<file path="config.mk">
export PLATFORM = sky130hd
export DESIGN_NAME = timely_rate_update_flat
export DESIGN_NICKNAME = d
export VERILOG_FILES = /design/src/design/tru_pkg.sv /design/src/design/tru_ack_if.sv /design/src/design/tru_res_if.sv /design/src/design/tru_cfg_if.sv /design/src/design/tru_cfg.sv /design/src/design/tru_unit.sv /design/src/design/timely_rate_update.sv /design/src/flat_wrapper.sv
export SDC_FILE = /design/constraint.sdc
export NUM_CORES = 2
export LEC_CHECK = 0
export ABC_AREA = 1
export BUFFER_PORTS_ARGS = -buffer_cell sky130_fd_sc_hd__buf_2
export CAP_MARGIN = 10
export CORE_UTILIZATION = 33
export DETAILED_ROUTE_END_ITERATION = 12
export MAX_ROUTING_LAYER = met4
export PLACE_DENSITY = 0.45
export SKIP_CTS_REPAIR_TIMING = 1
export SYNTH_ARGS = -nofsm -noshare
export SYNTH_HDL_FRONTEND = slang
export SYNTH_SLANG_ARGS = --single-unit
</file>
<file path="constraint.sdc">
create_clock -name clk -period 11.01 [get_ports clk]
set_input_delay 1.101 -clock clk [delete_from_list [all_inputs] [get_ports clk]]
set_output_delay 1.101 -clock clk [all_outputs]
set_load 0.02 [all_outputs]
</file>
<file path="src/design/tru_pkg.sv">
`default_nettype none
package tru_pkg;

    localparam int TIME_BITS     = 40;
    localparam int FRAC_BITS     = 16;
    localparam int BASE_BITS     = 32;
    localparam int RATE_BITS     = 40;
    localparam int WIN_BITS      = 32;
    localparam int AVG_BITS      = 56;
    localparam int WEIGHT_BITS   = 16;
    localparam int RUN_BITS      = 8;
    localparam int PKT_BITS      = 16;
    localparam int CFG_ADDR_BITS = 8;
    localparam int CFG_DATA_BITS = 40;
    localparam int RULE_BITS     = 2;

    localparam int ACC_BITS = 96;
    localparam int OPB_BITS = 64;
    localparam int REM_BITS = 46;
    localparam int CNT_BITS = 7;

    localparam logic [CFG_ADDR_BITS-1:0] REG_EWMA_WEIGHT  = 8'd0;
    localparam logic [CFG_ADDR_BITS-1:0] REG_LOW_THRESH   = 8'd1;
    localparam logic [CFG_ADDR_BITS-1:0] REG_HIGH_THRESH  = 8'd2;
    localparam logic [CFG_ADDR_BITS-1:0] REG_ADD_STEP     = 8'd3;
    localparam logic [CFG_ADDR_BITS-1:0] REG_DEC_WEIGHT   = 8'd4;
    localparam logic [CFG_ADDR_BITS-1:0] REG_HYPER_THRESH = 8'd5;
    localparam logic [CFG_ADDR_BITS-1:0] REG_PACKET_BYTES = 8'd6;
    localparam logic [CFG_ADDR_BITS-1:0] REG_INITIAL_RATE = 8'd7;

    localparam logic [RULE_BITS-1:0] RULE_LOW_INC  = 2'd0;
    localparam logic [RULE_BITS-1:0] RULE_HIGH_DEC = 2'd1;
    localparam logic [RULE_BITS-1:0] RULE_GRAD_INC = 2'd2;
    localparam logic [RULE_BITS-1:0] RULE_GRAD_DEC = 2'd3;

    localparam logic [WEIGHT_BITS-1:0] EWMA_WEIGHT_RST = 16'd1311;
    localparam logic [TIME_BITS-1:0]   LOW_THRESH_RST  = 40'd50000;
    localparam logic [TIME_BITS-1:0]   HIGH_THRESH_RST = 40'd500000;
    localparam logic [RATE_BITS-1:0]   ADD_STEP_RST    = 40'd10000000;
    localparam logic [WEIGHT_BITS-1:0] DEC_WEIGHT_RST  = 16'd52429;
    localparam logic [RUN_BITS-1:0]    HYPER_RST       = 8'd5;
    localparam logic [PKT_BITS-1:0]    PACKET_RST      = 16'd1460;
    localparam logic [RATE_BITS-1:0]   RATE_INIT       = 40'd1000000000;

    localparam logic [TIME_BITS-1:0] MAG_LIMIT = {1'b0, {(TIME_BITS-1){1'b1}}};
    localparam logic [FRAC_BITS:0]   FRAC_ONE  = {1'b1, {FRAC_BITS{1'b0}}};
    localparam int                   EPS_Q     = ((2**FRAC_BITS) + 500000) / 1000000;
    localparam logic [32:0]          GRAD_MAX  = {1'b1, 32'd0};
    localparam logic [29:0]          NS_PER_S  = 30'd1000000000;
    localparam logic [WIN_BITS-1:0]  WIN_MIN   = 32'd256;
    localparam logic [WIN_BITS-1:0]  WIN_FLOOR = 32'd282;

    typedef struct packed {
        logic [WEIGHT_BITS-1:0] ewma_weight;
        logic [TIME_BITS-1:0]   low_threshold_ns;
        logic [TIME_BITS-1:0]   high_threshold_ns;
        logic [RATE_BITS-1:0]   additive_step_bps;
        logic [WEIGHT_BITS-1:0] decrease_weight;
        logic [RUN_BITS-1:0]    hyper_threshold;
        logic [PKT_BITS-1:0]    packet_bytes;
    } cfg_t;

    typedef enum logic [1:0] {
        OP_MUL = 2'b01,
        OP_DIV = 2'b10
    } unit_op_t;

    typedef struct packed {
        logic                start;
        unit_op_t            op;
        logic [REM_BITS-1:0] rem;
        logic [ACC_BITS-1:0] opa;
        logic [OPB_BITS-1:0] opb;
        logic [CNT_BITS-1:0] count;
    } unit_cmd_t;

    typedef struct packed {
        logic                done;
        logic [ACC_BITS-1:0] result;
    } unit_rsp_t;

endpackage
`default_nettype wire

</file>
<file path="src/design/tru_ack_if.sv">
`default_nettype none
interface tru_ack_if import tru_pkg::*; ();
    logic                 valid;
    logic                 ready;
    logic [TIME_BITS-1:0] rtt_ns;
    logic [TIME_BITS-1:0] signal_ns;
    logic [TIME_BITS-1:0] now_ns;
    logic [BASE_BITS-1:0] base_rtt_ns;

    modport source (output valid, rtt_ns, signal_ns, now_ns, base_rtt_ns, input ready);
    modport sink (input valid, rtt_ns, signal_ns, now_ns, base_rtt_ns, output ready);
endinterface
`default_nettype wire

</file>
<file path="src/design/tru_res_if.sv">
`default_nettype none
interface tru_res_if import tru_pkg::*; ();
    logic                 valid;
    logic                 ready;
    logic [RATE_BITS-1:0] rate_bps;
    logic [WIN_BITS-1:0]  window_q8;
    logic [RULE_BITS-1:0] rule_taken;

    modport source (output valid, rate_bps, window_q8, rule_taken, input ready);
    modport sink (input valid, rate_bps, window_q8, rule_taken, output ready);
endinterface
`default_nettype wire

</file>
<file path="src/design/tru_cfg_if.sv">
`default_nettype none
interface tru_cfg_if import tru_pkg::*; ();
    logic                     valid;
    logic                     ready;
    logic [CFG_ADDR_BITS-1:0] addr;
    logic [CFG_DATA_BITS-1:0] data;

    modport source (output valid, addr, data, input ready);
    modport sink (input valid, addr, data, output ready);
endinterface
`default_nettype wire

</file>
<file path="src/design/tru_cfg.sv">
`default_nettype none
module tru_cfg import tru_pkg::*;
(
    input  logic      clk,
    input  logic      rst_n,
    tru_cfg_if.sink   cfg,
    output cfg_t      regs
);

    cfg_t regs_reg;
    cfg_t regs_next;

    assign cfg.ready = 1'b1;
    assign regs      = regs_reg;

    always_comb
    begin
        regs_next = regs_reg;
        if (cfg.valid)
        begin
            case (cfg.addr)
                REG_EWMA_WEIGHT:  regs_next.ewma_weight       = cfg.data[WEIGHT_BITS-1:0];
                REG_LOW_THRESH:   regs_next.low_threshold_ns  = cfg.data[TIME_BITS-1:0];
                REG_HIGH_THRESH:  regs_next.high_threshold_ns = cfg.data[TIME_BITS-1:0];
                REG_ADD_STEP:     regs_next.additive_step_bps = cfg.data[RATE_BITS-1:0];
                REG_DEC_WEIGHT:   regs_next.decrease_weight   = cfg.data[WEIGHT_BITS-1:0];
                REG_HYPER_THRESH: regs_next.hyper_threshold   = cfg.data[RUN_BITS-1:0];
                REG_PACKET_BYTES: regs_next.packet_bytes      = cfg.data[PKT_BITS-1:0];
                // initial rate writes are ignored; reset loads RATE_INIT
                REG_INITIAL_RATE: regs_next = regs_reg;
                default:          regs_next = regs_reg;
            endcase
        end
    end

    always_ff @(posedge clk or negedge rst_n)
    begin
        if (!rst_n)
        begin
            regs_reg.ewma_weight       <= EWMA_WEIGHT_RST;
            regs_reg.low_threshold_ns  <= LOW_THRESH_RST;
            regs_reg.high_threshold_ns <= HIGH_THRESH_RST;
            regs_reg.additive_step_bps <= ADD_STEP_RST;
            regs_reg.decrease_weight   <= DEC_WEIGHT_RST;
            regs_reg.hyper_threshold   <= HYPER_RST;
            regs_reg.packet_bytes      <= PACKET_RST;
        end
        else
        begin
            regs_reg <= regs_next;
        end
    end

endmodule
`default_nettype wire

</file>
<file path="src/design/tru_unit.sv">
`default_nettype none
module tru_unit import tru_pkg::*;
(
    input  logic      clk,
    input  logic      rst_n,
    input  unit_cmd_t cmd,
    output unit_rsp_t rsp
);

    logic                busy_reg, busy_next;
    logic                done_reg, done_next;
    unit_op_t            op_reg, op_next;
    logic [CNT_BITS-1:0] cnt_reg, cnt_next;
    logic [ACC_BITS-1:0] acc_reg, acc_next;
    logic [ACC_BITS-1:0] opa_reg, opa_next;
    logic [OPB_BITS-1:0] opb_reg, opb_next;
    logic [REM_BITS-1:0] rem_reg, rem_next;

    logic [REM_BITS:0]   trial;
    logic                ge;

    assign trial      = {rem_reg, opa_reg[ACC_BITS-1]};
    assign ge         = {{(OPB_BITS-REM_BITS-1){1'b0}}, trial} >= opb_reg;
    assign rsp.done   = done_reg;
    assign rsp.result = acc_reg;

    always_comb
    begin
        busy_next = busy_reg;
        done_next = 1'b0;
        op_next   = op_reg;
        cnt_next  = cnt_reg;
        acc_next  = acc_reg;
        opa_next  = opa_reg;
        opb_next  = opb_reg;
        rem_next  = rem_reg;
        if (cmd.start)
        begin
            busy_next = 1'b1;
            op_next   = cmd.op;
            cnt_next  = cmd.count;
            acc_next  = '0;
            opa_next  = cmd.opa;
            opb_next  = cmd.opb;
            rem_next  = cmd.rem;
        end
        else if (busy_reg)
        begin
            cnt_next = cnt_reg - 1'b1;
            if (cnt_reg == CNT_BITS'(1))
            begin
                busy_next = 1'b0;
                done_next = 1'b1;
            end
            opa_next = {opa_reg[ACC_BITS-2:0], 1'b0};
            case (op_reg)
                OP_MUL:
                begin
                    if (opb_reg[0])
                    begin
                        acc_next = acc_reg + opa_reg;
                    end
                    opb_next = {1'b0, opb_reg[OPB_BITS-1:1]};
                end
                OP_DIV:
                begin
                    acc_next = {acc_reg[ACC_BITS-2:0], ge};
                    if (ge)
                    begin
                        rem_next = REM_BITS'(trial - opb_reg[REM_BITS:0]);
                    end
                    else
                    begin
                        rem_next = trial[REM_BITS-1:0];
                    end
                end
                default:
                begin
                    busy_next = 1'b0;
                end
            endcase
        end
    end

    always_ff @(posedge clk or negedge rst_n)
    begin
        if (!rst_n)
        begin
            busy_reg <= 1'b0;
            done_reg <= 1'b0;
            op_reg   <= OP_MUL;
            cnt_reg  <= '0;
        end
        else
        begin
            busy_reg <= busy_next;
            done_reg <= done_next;
            op_reg   <= op_next;
            cnt_reg  <= cnt_next;
        end
    end

    always_ff @(posedge clk)
    begin
        acc_reg <= acc_next;
        opa_reg <= opa_next;
        opb_reg <= opb_next;
        rem_reg <= rem_next;
    end

endmodule
`default_nettype wire

</file>
<file path="src/design/timely_rate_update.sv">
// RTT-gradient rate controller, one update per acknowledgment.
// ack (sink): rtt_ns, signal_ns, now_ns, base_rtt_ns; taken when valid and ready.
// result (source): rate_bps, window_q8, rule_taken; one result per ack.
// cfg (sink): addr/data register writes, always ready; write only while idle.
// ack.ready is high only while the sequencer is idle. All multiplies and
// divides go through one shift-add / restoring-divide unit, one bit a cycle,
// so the time from an ack transaction to result valid is set by that unit and
// depends on the rule taken. The time since the last update needs a divide
// only when it is positive and below base_rtt_ns. The sequencer takes no new
// ack until it has handed its result to the output register.
// The result sits in an output register; a new ack is accepted while it waits.
// If the receiver still stalls when the next result is ready, the sequencer
// holds it until the output register frees.
// Reset loads all config registers to their defaults and the rate to 1 Gbit/s;
// the first ack after reset sees a zero signal difference.
`default_nettype none
module timely_rate_update import tru_pkg::*;
(
    input  logic       clk,
    input  logic       rst_n,
    tru_ack_if.sink    ack,
    tru_res_if.source  result,
    tru_cfg_if.sink    cfg
);

    typedef enum logic [17:0] {
        ST_IDLE = 18'h00001,
        ST_PREP = 18'h00002,
        ST_DIFF = 18'h00004,
        ST_EWMA = 18'h00008,
        ST_DFS  = 18'h00010,
        ST_DFW  = 18'h00020,
        ST_RULE = 18'h00040,
        ST_INCW = 18'h00080,
        ST_RATW = 18'h00100,
        ST_MW   = 18'h00200,
        ST_KW   = 18'h00400,
        ST_GRW  = 18'h00800,
        ST_DECW = 18'h01000,
        ST_CAP  = 18'h02000,
        ST_WPW  = 18'h04000,
        ST_DENW = 18'h08000,
        ST_WINW = 18'h10000,
        ST_OUTW = 18'h20000
    } state_t;

    localparam logic [CNT_BITS-1:0] CNT_W16  = CNT_BITS'(WEIGHT_BITS);
    localparam logic [CNT_BITS-1:0] CNT_F    = CNT_BITS'(FRAC_BITS);
    localparam logic [CNT_BITS-1:0] CNT_DF   = CNT_BITS'(FRAC_BITS + 1);
    localparam logic [CNT_BITS-1:0] CNT_GRAD = CNT_BITS'(AVG_BITS - 1);
    localparam logic [CNT_BITS-1:0] CNT_K    = CNT_BITS'(33 + WEIGHT_BITS);
    localparam logic [CNT_BITS-1:0] CNT_RATE = CNT_BITS'(RATE_BITS);
    localparam logic [CNT_BITS-1:0] CNT_PKT  = CNT_BITS'(PKT_BITS);
    localparam logic [CNT_BITS-1:0] CNT_WIN  = CNT_BITS'(RATE_BITS + TIME_BITS + 5);

    cfg_t      regs;
    unit_cmd_t cmd;
    unit_rsp_t rsp;

    state_t               state_reg, state_next;
    logic                 seen_reg, seen_next;
    logic [TIME_BITS-1:0] prev_reg, prev_next;
    logic [AVG_BITS-1:0]  avg_reg, avg_next;
    logic [RUN_BITS-1:0]  run_reg, run_next;
    logic [RATE_BITS-1:0] cur_reg, cur_next;
    logic [TIME_BITS-1:0] last_reg, last_next;
    logic                 ovalid_reg, ovalid_next;

    logic [TIME_BITS-1:0] rtt_reg, rtt_next;
    logic [TIME_BITS-1:0] sig_reg, sig_next;
    logic [TIME_BITS-1:0] now_reg, now_next;
    logic [BASE_BITS-1:0] base_reg, base_next;
    logic                 tneg_reg, tneg_next;
    logic [AVG_BITS-2:0]  tmag_reg, tmag_next;
    logic                 dneg_reg, dneg_next;
    logic [FRAC_BITS:0]   df_reg, df_next;
    logic [RULE_BITS-1:0] rule_reg, rule_next;
    logic [RATE_BITS-1:0] rate_reg, rate_next;
    logic [79:0]          prod_reg, prod_next;
    logic [WIN_BITS-1:0]  win_reg, win_next;
    logic [RATE_BITS-1:0] orate_reg, orate_next;
    logic [WIN_BITS-1:0]  owin_reg, owin_next;
    logic [RULE_BITS-1:0] orule_reg, orule_next;

    logic [TIME_BITS-1:0] prev_e;
    logic                 neg;
    logic [TIME_BITS-1:0] mag;
    logic [TIME_BITS-1:0] magc;
    logic [AVG_BITS:0]    tgt;
    logic [AVG_BITS:0]    avg_x;
    logic [AVG_BITS:0]    d1;
    logic [AVG_BITS:0]    d2;
    logic [TIME_BITS-1:0] tdiff;
    logic [RATE_BITS-1:0] inc;
    logic [RATE_BITS+2:0] inc5;
    logic [RATE_BITS+3:0] rsum;
    logic [56:0]          dec;
    logic [54:0]          quo;
    logic [RATE_BITS-1:0] half;
    logic [RATE_BITS-1:0] rate_f;
    logic [84:0]          wq;
    logic [WIN_BITS-1:0]  wsat;
    logic [PKT_BITS-1:0]  pkt;
    logic [BASE_BITS-1:0] base_in;

    tru_cfg u_cfg
    (
        .clk   (clk),
        .rst_n (rst_n),
        .cfg   (cfg),
        .regs  (regs)
    );

    tru_unit u_unit
    (
        .clk   (clk),
        .rst_n (rst_n),
        .cmd   (cmd),
        .rsp   (rsp)
    );

    assign ack.ready         = (state_reg == ST_IDLE);
    assign result.valid      = ovalid_reg;
    assign result.rate_bps   = orate_reg;
    assign result.window_q8  = owin_reg;
    assign result.rule_taken = orule_reg;

    assign base_in = (ack.base_rtt_ns == '0) ? BASE_BITS'(1) : ack.base_rtt_ns;
    assign pkt     = (regs.packet_bytes == '0) ? PKT_BITS'(1) : regs.packet_bytes;

    always_comb
    begin
        state_next  = state_reg;
        seen_next   = seen_reg;
        prev_next   = prev_reg;
        avg_next    = avg_reg;
        run_next    = run_reg;
        cur_next    = cur_reg;
        last_next   = last_reg;
        ovalid_next = ovalid_reg;
        rtt_next    = rtt_reg;
        sig_next    = sig_reg;
        now_next    = now_reg;
        base_next   = base_reg;
        tneg_next   = tneg_reg;
        tmag_next   = tmag_reg;
        dneg_next   = dneg_reg;
        df_next     = df_reg;
        rule_next   = rule_reg;
        rate_next   = rate_reg;
        prod_next   = prod_reg;
        win_next    = win_reg;
        orate_next  = orate_reg;
        owin_next   = owin_reg;
        orule_next  = orule_reg;

        cmd       = '0;
        cmd.op    = OP_MUL;

        prev_e = seen_reg ? prev_reg : sig_reg;
        neg    = sig_reg < prev_e;
        mag    = neg ? (prev_e - sig_reg) : (sig_reg - prev_e);
        magc   = (mag > MAG_LIMIT) ? MAG_LIMIT : mag;
        tgt    = tneg_reg ? ((AVG_BITS+1)'(0) - {2'b00, tmag_reg}) : {2'b00, tmag_reg};
        avg_x  = {avg_reg[AVG_BITS-1], avg_reg};
        d1     = tgt - avg_x;
        d2     = avg_x - tgt;
        tdiff  = now_reg - last_reg;
        inc    = rsp.result[FRAC_BITS +: RATE_BITS];
        inc5   = ((rule_reg == RULE_GRAD_INC) && (run_reg >= regs.hyper_threshold))
                 ? ({1'b0, inc, 2'b00} + {3'b000, inc}) : {3'b000, inc};
        rsum   = {4'b0000, cur_reg} + {1'b0, inc5};
        dec    = rsp.result[88:32];
        quo    = rsp.result[54:0];
        half   = {1'b0, cur_reg[RATE_BITS-1:1]};
        rate_f = (rate_reg < half) ? half : rate_reg;
        wq     = rsp.result[84:0];
        wsat   = (wq[84:WIN_BITS] != '0) ? {WIN_BITS{1'b1}} : wq[WIN_BITS-1:0];

        if (result.valid && result.ready)
        begin
            ovalid_next = 1'b0;
        end

        case (state_reg)
            ST_IDLE:
            begin
                if (ack.valid)
                begin
                    rtt_next   = ack.rtt_ns;
                    sig_next   = ack.signal_ns;
                    now_next   = ack.now_ns;
                    base_next  = base_in;
                    state_next = ST_PREP;
                end
            end
            ST_PREP:
            begin
                tneg_next = neg;
                tmag_next = {magc[TIME_BITS-2:0], {FRAC_BITS{1'b0}}};
                if (neg)
                begin
                    if (run_reg != {RUN_BITS{1'b1}})
                    begin
                        run_next = run_reg + 1'b1;
                    end
                end
                else
                begin
                    run_next = '0;
                end
                seen_next  = 1'b1;
                prev_next  = sig_reg;
                state_next = ST_DIFF;
            end
            ST_DIFF:
            begin
                dneg_next  = d1[AVG_BITS];
                cmd.start  = 1'b1;
                cmd.op     = OP_MUL;
                cmd.opa    = ACC_BITS'(d1[AVG_BITS] ? d2 : d1);
                cmd.opb    = OPB_BITS'(regs.ewma_weight);
                cmd.count  = CNT_W16;
                state_next = ST_EWMA;
            end
            ST_EWMA:
            begin
                if (rsp.done)
                begin
                    if (dneg_reg)
                    begin
                        avg_next = avg_reg - rsp.result[WEIGHT_BITS +: AVG_BITS];
                    end
                    else
                    begin
                        avg_next = avg_reg + rsp.result[WEIGHT_BITS +: AVG_BITS];
                    end
                    state_next = ST_DFS;
                end
            end
            ST_DFS:
            begin
                if (now_reg <= last_reg)
                begin
                    df_next    = '0;
                    state_next = ST_RULE;
                end
                else if (tdiff >= TIME_BITS'(base_reg))
                begin
                    df_next    = FRAC_ONE;
                    state_next = ST_RULE;
                end
                else
                begin
                    cmd.start  = 1'b1;
                    cmd.op     = OP_DIV;
                    cmd.rem    = REM_BITS'(tdiff);
                    cmd.opb    = OPB_BITS'(base_reg);
                    cmd.count  = CNT_F;
                    state_next = ST_DFW;
                end
            end
            ST_DFW:
            begin
                if (rsp.done)
                begin
                    df_next    = {1'b0, rsp.result[FRAC_BITS-1:0]};
                    state_next = ST_RULE;
                end
            end
            ST_RULE:
            begin
                cmd.start = 1'b1;
                if (rtt_reg < regs.low_threshold_ns)
                begin
                    rule_next  = RULE_LOW_INC;
                    cmd.op     = OP_MUL;
                    cmd.opa    = ACC_BITS'(regs.additive_step_bps);
                    cmd.opb    = OPB_BITS'(df_reg);
                    cmd.count  = CNT_DF;
                    state_next = ST_INCW;
                end
                else if (rtt_reg > regs.high_threshold_ns)
                begin
                    rule_next  = RULE_HIGH_DEC;
                    cmd.op     = OP_DIV;
                    cmd.rem    = REM_BITS'(rtt_reg - regs.high_threshold_ns);
                    cmd.opb    = OPB_BITS'(rtt_reg);
                    cmd.count  = CNT_F;
                    state_next = ST_RATW;
                end
                else if (avg_reg[AVG_BITS-1] || (avg_reg == '0))
                begin
                    rule_next  = RULE_GRAD_INC;
                    cmd.op     = OP_MUL;
                    cmd.opa    = ACC_BITS'(regs.additive_step_bps);
                    cmd.opb    = OPB_BITS'(df_reg);
                    cmd.count  = CNT_DF;
                    state_next = ST_INCW;
                end
                else
                begin
                    cmd.op     = OP_DIV;
                    cmd.opa    = {avg_reg[AVG_BITS-2:0], {(ACC_BITS-AVG_BITS+1){1'b0}}};
                    cmd.opb    = OPB_BITS'(base_reg);
                    cmd.count  = CNT_GRAD;
                    state_next = ST_GRW;
                end
            end
            ST_INCW:
            begin
                if (rsp.done)
                begin
                    rate_next  = (rsum[RATE_BITS+3:RATE_BITS] != '0) ? {RATE_BITS{1'b1}}
                                                                       : rsum[RATE_BITS-1:0];
                    state_next = ST_CAP;
                end
            end
            ST_RATW:
            begin
                if (rsp.done)
                begin
                    cmd.start  = 1'b1;
                    cmd.op     = OP_MUL;
                    cmd.opa    = ACC_BITS'(df_reg);
                    cmd.opb    = OPB_BITS'(rsp.result[FRAC_BITS-1:0]);
                    cmd.count  = CNT_F;
                    state_next = ST_MW;
                end
            end
            ST_MW:
            begin
                if (rsp.done)
                begin
                    cmd.start  = 1'b1;
                    cmd.op     = OP_MUL;
                    cmd.opa    = ACC_BITS'(rsp.result[FRAC_BITS +: FRAC_BITS]);
                    cmd.opb    = OPB_BITS'(regs.decrease_weight);
                    cmd.count  = CNT_W16;
                    state_next = ST_KW;
                end
            end
            ST_GRW:
            begin
                if (rsp.done)
                begin
                    cmd.start = 1'b1;
                    if (quo <= 55'(EPS_Q))
                    begin
                        rule_next  = RULE_GRAD_INC;
                        cmd.op     = OP_MUL;
                        cmd.opa    = ACC_BITS'(regs.additive_step_bps);
                        cmd.opb    = OPB_BITS'(df_reg);
                        cmd.count  = CNT_DF;
                        state_next = ST_INCW;
                    end
                    else
                    begin
                        rule_next  = RULE_GRAD_DEC;
                        cmd.op     = OP_MUL;
                        cmd.opa    = (quo > 55'(GRAD_MAX)) ? ACC_BITS'(GRAD_MAX)
                                                           : ACC_BITS'(quo);
                        cmd.opb    = OPB_BITS'(regs.decrease_weight);
                        cmd.count  = CNT_W16;
                        state_next = ST_KW;
                    end
                end
            end
            ST_KW:
            begin
                if (rsp.done)
                begin
                    cmd.start  = 1'b1;
                    cmd.op     = OP_MUL;
                    cmd.opa    = ACC_BITS'(cur_reg);
                    cmd.opb    = OPB_BITS'(rsp.result[48:0]);
                    cmd.count  = CNT_K;
                    state_next = ST_DECW;
                end
            end
            ST_DECW:
            begin
                if (rsp.done)
                begin
                    rate_next  = (dec >= 57'(cur_reg)) ? '0 : RATE_BITS'(57'(cur_reg) - dec);
                    state_next = ST_CAP;
                end
            end
            ST_CAP:
            begin
                rate_next  = rate_f;
                cur_next   = rate_f;
                last_next  = now_reg;
                cmd.start  = 1'b1;
                cmd.op     = OP_MUL;
                cmd.opa    = ACC_BITS'(rtt_reg);
                cmd.opb    = OPB_BITS'(rate_f);
                cmd.count  = CNT_RATE;
                state_next = ST_WPW;
            end
            ST_WPW:
            begin
                if (rsp.done)
                begin
                    prod_next  = rsp.result[79:0];
                    cmd.start  = 1'b1;
                    cmd.op     = OP_MUL;
                    cmd.opa    = ACC_BITS'(NS_PER_S);
                    cmd.opb    = OPB_BITS'(pkt);
                    cmd.count  = CNT_PKT;
                    state_next = ST_DENW;
                end
            end
            ST_DENW:
            begin
                if (rsp.done)
                begin
                    cmd.start  = 1'b1;
                    cmd.op     = OP_DIV;
                    cmd.opa    = {prod_reg, 16'd0};
                    cmd.opb    = OPB_BITS'(rsp.result[45:0]);
                    cmd.count  = CNT_WIN;
                    state_next = ST_WINW;
                end
            end
            ST_WINW:
            begin
                if (rsp.done)
                begin
                    win_next   = (wsat <= WIN_MIN) ? WIN_FLOOR : wsat;
                    state_next = ST_OUTW;
                end
            end
            ST_OUTW:
            begin
                if (!ovalid_reg || result.ready)
                begin
                    ovalid_next = 1'b1;
                    orate_next  = rate_reg;
                    owin_next   = win_reg;
                    orule_next  = rule_reg;
                    state_next  = ST_IDLE;
                end
            end
            default:
            begin
                state_next = ST_IDLE;
            end
        endcase
    end

    always_ff @(posedge clk or negedge rst_n)
    begin
        if (!rst_n)
        begin
            state_reg  <= ST_IDLE;
            seen_reg   <= 1'b0;
            prev_reg   <= '0;
            avg_reg    <= '0;
            run_reg    <= '0;
            cur_reg    <= RATE_INIT;
            last_reg   <= '0;
            ovalid_reg <= 1'b0;
        end
        else
        begin
            state_reg  <= state_next;
            seen_reg   <= seen_next;
            prev_reg   <= prev_next;
            avg_reg    <= avg_next;
            run_reg    <= run_next;
            cur_reg    <= cur_next;
            last_reg   <= last_next;
            ovalid_reg <= ovalid_next;
        end
    end

    always_ff @(posedge clk)
    begin
        rtt_reg   <= rtt_next;
        sig_reg   <= sig_next;
        now_reg   <= now_next;
        base_reg  <= base_next;
        tneg_reg  <= tneg_next;
        tmag_reg  <= tmag_next;
        dneg_reg  <= dneg_next;
        df_reg    <= df_next;
        rule_reg  <= rule_next;
        rate_reg  <= rate_next;
        prod_reg  <= prod_next;
        win_reg   <= win_next;
        orate_reg <= orate_next;
        owin_reg  <= owin_next;
        orule_reg <= orule_next;
    end

endmodule
`default_nettype wire

</file>
<file path="src/flat_wrapper.sv">
// flat-port wrapper written by rule: the top's interface ports become plain ports
module timely_rate_update_flat import tru_pkg::*;
  (clk, rst_n, ack_valid, ack_rtt_ns, ack_signal_ns, ack_now_ns, ack_base_rtt_ns, ack_ready, result_valid, result_rate_bps, result_window_q8, result_rule_taken, result_ready, cfg_valid, cfg_addr, cfg_data, cfg_ready);
  tru_ack_if ack_i ();
  tru_res_if result_i ();
  tru_cfg_if cfg_i ();
  input  logic clk;
  input  logic rst_n;
  input wire logic [$bits(ack_i.valid)-1:0] ack_valid;
  input wire logic [$bits(ack_i.rtt_ns)-1:0] ack_rtt_ns;
  input wire logic [$bits(ack_i.signal_ns)-1:0] ack_signal_ns;
  input wire logic [$bits(ack_i.now_ns)-1:0] ack_now_ns;
  input wire logic [$bits(ack_i.base_rtt_ns)-1:0] ack_base_rtt_ns;
  output wire logic [$bits(ack_i.ready)-1:0] ack_ready;
  output wire logic [$bits(result_i.valid)-1:0] result_valid;
  output wire logic [$bits(result_i.rate_bps)-1:0] result_rate_bps;
  output wire logic [$bits(result_i.window_q8)-1:0] result_window_q8;
  output wire logic [$bits(result_i.rule_taken)-1:0] result_rule_taken;
  input wire logic [$bits(result_i.ready)-1:0] result_ready;
  input wire logic [$bits(cfg_i.valid)-1:0] cfg_valid;
  input wire logic [$bits(cfg_i.addr)-1:0] cfg_addr;
  input wire logic [$bits(cfg_i.data)-1:0] cfg_data;
  output wire logic [$bits(cfg_i.ready)-1:0] cfg_ready;
  assign ack_i.valid = ack_valid;
  assign ack_i.rtt_ns = ack_rtt_ns;
  assign ack_i.signal_ns = ack_signal_ns;
  assign ack_i.now_ns = ack_now_ns;
  assign ack_i.base_rtt_ns = ack_base_rtt_ns;
  assign ack_ready = ack_i.ready;
  assign result_valid = result_i.valid;
  assign result_rate_bps = result_i.rate_bps;
  assign result_window_q8 = result_i.window_q8;
  assign result_rule_taken = result_i.rule_taken;
  assign result_i.ready = result_ready;
  assign cfg_i.valid = cfg_valid;
  assign cfg_i.addr = cfg_addr;
  assign cfg_i.data = cfg_data;
  assign cfg_ready = cfg_i.ready;
  timely_rate_update u_core (.clk(clk), .rst_n(rst_n), .ack(ack_i), .result(result_i), .cfg(cfg_i));
endmodule
</file>
Word-level counts from Yosys, hierarchy flattened. Index checks and enable logic that the tools add are counted. W data, S select, Z words.

Memory bits (writable): 0. Bits in latches: 0. Register bits after elaboration: 1131. Memories kept: 0. Logic and storage cells: 251. Memory bits (read-only): 0. Input port bits: 205.

Multiplexer cells: 95. Divide/modulo/power cells: 0. Multiply operators: 0. Magnitude comparators: 13. Shift-type cells: 0. Equal/unequal tests: 47. Bitwise logic cells: 0. Add/subtract/negate cells: 16. Reductions and logical operators: 42.

Operators with widths (number): $pmux W96 S9 (1); $mux W167 (5); $pmux W71 S10 (1); $mux W96 (4); $pmux W18 S17 (1); $mux W40 (7); $mux W46 (6); $mux W18 (13); $mux W64 (3); $pmux W96 S2 (1); $sub A40 B40 Y40 (4); $mux W71 (2); $pmux W40 S3 (1); $mux W57 (2); $sub A57 B57 Y57 (2); $mux W111 (1); $mux W101 (1); $mux W49 (2); $add A96 B96 Y96 (1); $pmux W46 S2 (1); $mux W88 (1); $mux W87 (1); $lt A40 B40 Y1 (2); $ge A47 B64 Y1 (1); 81 further kinds (149).

Longest topological paths before layout.
Depth in word-level cells: 8. Gate-level depth with buffers: 34. Gate-level depth less buffers: 33.

By module. A second synthesis with hierarchy kept.

Cells, all modules: 14321. Area total of the unflattened synthesis: 97025.6 um2.

Modules (own cells, without submodules): timely_rate_update (cells each 8947, seq. area each 18275.0 um2, area each 62437.4 um2, times used 1); tru_unit (cells each 4585, seq. area each 8384.3 um2, area each 27518.9 um2, times used 1); tru_cfg (cells each 789, seq. area each 4460.5 um2, area each 7069.3 um2, times used 1).

Worst setup path before layout. No wires, ideal clock.

Kind: register to register. Start point: register u_core.state_reg[9]. End point: register u_core.base_reg[0], enable pin. Arrival time: 8.237 ns. Data required time: 10.344 ns. Path slack: 2.107 ns. Path buffers: 0. Cell stages (with the launch flop): 10. Cell sequence: dfrtp_1 -> nor2_1 -> nand2_2 -> inv_2 -> nand2_4 -> inv_2 -> nand2_1 -> nor3_1 -> inv_1 -> nor2_1.

Cells in the longest elaborated chain, start to end: 2.

Ends and longest elaborated chain: from (decl) (RTL line timely_rate_update.sv:60) `state_t state_reg, state_next;`; from (signal assigned) (RTL line timely_rate_update.sv:467) `state_reg <= state_next;`; $eq A18 B1 Y1; named net ack_ready (RTL line flat_wrapper.sv:14) `output wire logic [$bits(ack_i.ready)-1:0] ack_ready;`; $reduce_and A2 Y1 (no source line); to (signal assigned) (RTL line timely_rate_update.sv:483) `base_reg <= base_next;`; to (decl) (RTL line timely_rate_update.sv:72) `logic [BASE_BITS-1:0] base_reg, base_next;`.

The timed path passes the listed nets, and every way through them passes these cells. A chain may end at the register's enable or synchronous reset.

Final worst setup path.
Start point: register u_core.tmag_reg[16]. End point: register u_core.u_unit.opa_reg[39] (data pin).

Cells in the longest elaborated chain, start to end: 6.

Ends and longest elaborated chain: from (decl) (RTL line timely_rate_update.sv:74) `logic [AVG_BITS-2:0] tmag_reg, tmag_next;`; from (signal assigned) (RTL line timely_rate_update.sv:485) `tmag_reg <= tmag_next;`; $sub A1 B55 Y56 (RTL line timely_rate_update.sv:164) `tgt = tneg_reg ? ((AVG_BITS+1)'(0) - {2'b00, tmag_reg}) : {2'b00, tmag_reg};`; $mux W57 * (RTL line timely_rate_update.sv:164); $sub A57 B57 Y57 (on tied branches) (RTL line timely_rate_update.sv:166, timely_rate_update.sv:167); $mux W57 * (RTL line timely_rate_update.sv:221) `cmd.opa = ACC_BITS'(d1[AVG_BITS] ? d2 : d1);`; $pmux W96 S9 * (RTL line timely_rate_update.sv:185) `case (state_reg)`; $mux W96 * (RTL line tru_unit.sv:37) `if (cmd.start)`; named net u_core.u_unit.opa_next[39] (RTL line tru_unit.sv:15) `logic [ACC_BITS-1:0] opa_reg, opa_next;`; to (signal assigned) (RTL line tru_unit.sv:106) `opa_reg <= opa_next;`; to (decl) (RTL line tru_unit.sv:15).

The timed path passes the listed nets; every way through them passes the cells marked *.

==> impl_metrics.env <==
export IMPL_status="completed"
export IMPL_wl_um=538000
export IMPL_place_congestion=1.08
export IMPL_hold_class="primary input to async pin"
export IMPL_grt_overflow=0
export IMPL_via_count=98500
export IMPL_fin_cells=17500
export IMPL_drive_gt1_share_pct=6.91
export IMPL_cts_tree="yes"
export IMPL_cp_start_kind="flop"
export IMPL_fp_dieH_um=533
export IMPL_wl_met3_um=45600
export IMPL_area_delta_synth_final_pct=11.8
export IMPL_power_density_nw_per_um2=260
export IMPL_p_leak_nw=47.2
export IMPL_final_core_util_pct=37.2
export IMPL_yosysMostFrequentCell="nand2_1"
export IMPL_synth_edf_count=629
export IMPL_grt_max_degree=117
export IMPL_cts_buffers=149
export IMPL_ys_flop_type="edfxtp_1"
export IMPL_syn_area_um2=93200
export IMPL_crit_fanout=57
export IMPL_crit_family="simple AND/OR/NAND/NOR gates"
export IMPL_syn_area_per_cell_um2=6.96
export IMPL_fin_setup_tns_ns=0
export IMPL_ys_seq_area_share_pct=32.8
export IMPL_rr_worst_depth=30
export IMPL_io_pins=282
export IMPL_finalCritPeriodShare_pct=69.1
export IMPL_fillCellCount=30600
export IMPL_yosys_top_cells_area="edfxtp_1, nand2_1, ha_1"
export IMPL_multiInputGateArea_um2=53800
export IMPL_synth_seq_cells=1109
export IMPL_design_area_um2=104000
export IMPL_r2r_start="u_core.tmag_reg[16]"
export IMPL_wl_met1_um=231000
export IMPL_dr_wl_met2_um=230000
export IMPL_r2r_end="u_core.u_unit.opa_reg[39]"
export IMPL_dp_cells=17200
export IMPL_ant_nets=0
export IMPL_fin_ws_ns=3.40
export IMPL_irDropWorstVdd_v=0.000235
export IMPL_worstSetupStartpoint="u_core.tmag_reg[16]"
export IMPL_drv_slew=0
export IMPL_crit_path_end_kind="flop"
export IMPL_io_buffer_count=280
export IMPL_syn_nets=14300
export IMPL_core_area_um2=280000
export IMPL_cpMaxStageDelayCell="inv_2"
export IMPL_rows=194
export IMPL_async_flop_share_pct=35.3
export IMPL_whs_ns=0.189
export IMPL_via_per_inst=5.63
export IMPL_ys_top_cells_by_count="nand2_1, inv_1, nor2_1, o21ai_0, a21oi_1"
export IMPL_antenna_found_initial=58
export IMPL_clk_latency_ns=0.89
export IMPL_grt_pass1_wl_um=735000
export IMPL_drtIter0Drc=11100
export IMPL_routedWlPerCell_um=30.8
export IMPL_cts_root_buf="clkbuf_16"
export IMPL_crit_arrival_ns=8.22
export IMPL_worstSetupPathType="flop to flop"
export IMPL_maxSlewHeadroom_pct=9.20
export IMPL_reg2reg_slack_ns=3.40
export IMPL_cp_data_required_time_ns=11.63
export IMPL_cts_buffer_depth=4
export IMPL_h_tree_depth=4
export IMPL_ys_types=74
export IMPL_dpl_worst_slack_ns=3.49
export IMPL_dieArea_um2=284000
export IMPL_synthCells=13400
export IMPL_path_depth=30
export IMPL_cts_sinks=1109
export IMPL_initial_utilization_pct=33.3
export IMPL_firstDrtPassIters=6
export IMPL_post_route_min_period_ns=7.61
export IMPL_max_freq_mhz=131
export IMPL_yosys_area_top_type="edfxtp_1"
export IMPL_worstMarginPinSlew_ns=1.35
export IMPL_nNetsFinal=14500
export IMPL_maxCapViolCount=0
export IMPL_slowest_delay_ns=0.99
export IMPL_clk_pin_slew_ns=0.06
export IMPL_placed_cell_area_um2=99000
export IMPL_setup_violations=0
export IMPL_hold_viol=0
export IMPL_topRoutingLayerUsed="met4"
export IMPL_seqCellArea_um2=30500
export IMPL_dieWidth_um=533
export IMPL_track_usage_pct=37.7
export IMPL_drc=0
export IMPL_yosysWarnings=0
export IMPL_p_total_mw=27.1
export IMPL_grt_pass1_vias=93400
export IMPL_largest_reg_flops=176
export IMPL_synth_top_area_share_pct=20.3
export IMPL_cpMostUsedCell="nand2_1"
export IMPL_rsz0062_at_grt="no"
export IMPL_skew_ns=0.0465
export IMPL_path_buf_inv=5
export IMPL_dp_hpwl_um=443000
[logic make-up after synthesis]
kind of cell	share of synthesized area, %
AO/OA/AOI/OAI	17.1
adder cells (fa/ha/maj)	9.76
buffers and inverters	9.61
flip-flops	32.8
other	0.00402
AND/OR/NAND/NOR	26.9
XOR/XNOR	3.92
[worst reg2reg max path: cells and delay by family, from the launching register on]
family          cells  cell delay, ns
simple gates       20            3.28
fa+ha+maj           2            0.71
flops               1            0.57
buf+inv             5            1.95
compound gates      2            0.70
xor+xnor            1            0.16
[how the worst max path moves through the flow]
| stage | end | slack (ns) |
|---|---|---|
| finish | u_core.u_unit.opa_reg[39] | 3.40 |
| global route | u_core.u_unit.opa_reg[39] | 2.79 |
| floorplan | u_core.base_reg[0] | 2.11 |
| CTS | u_core.u_unit.opa_reg[39] | 3.46 |
| global placement | u_core.u_unit.opa_reg[39] | 3.45 |
| detailed placement | u_core.u_unit.opa_reg[39] | 3.49 |
[power by group]
| part | switching, mW | internal, mW | total, mW | leakage (nW) |
|---|---|---|---|---|
| logic | 11.4 | 4.27 | 15.7 | 33.2 |
| registers | 0.989 | 5.31 | 6.30 | 11.7 |
| clock network | 2.22 | 2.94 | 5.15 | 2.39 |
| total | 14.6 | 12.5 | 27.1 | 47.2 |
[layout by cell type, fill, tap and decap left out, types with 65 or more instances in the layout]
master / netlist / routed
or2_2: 85 / 85
buf_4: 7 / 163
nor4_1: 69 / 66
a31oi_1: 87 / 87
o21a_1: 65 / 65
xnor2_1: 120 / 120
nor3_1: 155 / 155
clkbuf_16: 0 / 150
o21ai_0: 1107 / 1107
a22oi_1: 82 / 82
o21bai_1: 78 / 78
buf_2: 80 / 279
nand4_1: 189 / 189
dfxtp_1: 89 / 83
dfrtp_1: 331 / 330
xor2_1: 297 / 297
nor2_1: 1365 / 1358
a21o_1: 83 / 83
ha_1: 711 / 710
inv_1: 1915 / 1912
nand2_1: 3147 / 3143
nand3_1: 811 / 807
a21oi_1: 1047 / 1047
edfxtp_1: 629 / 629
[layout make-up]
cell class	count	share of cell area [%]
inverters	1951	7.04
multi-input cells	9948	51.7
repair buffers	445	2.57
clock buffers	182	3.80
flip-flops and latches	1109	29.3
diodes	41	0.0985
well taps	3724	4.47
clock inverters	90	1.02
[routing by layer]
layer,up-vias,track usage (%)
li1,45000,-
met1,48200,49.1
met2,4525,55.7
met3,841,7.35
met4,0,18.6
met5,-,-
(Power assumes the default switching activity.)
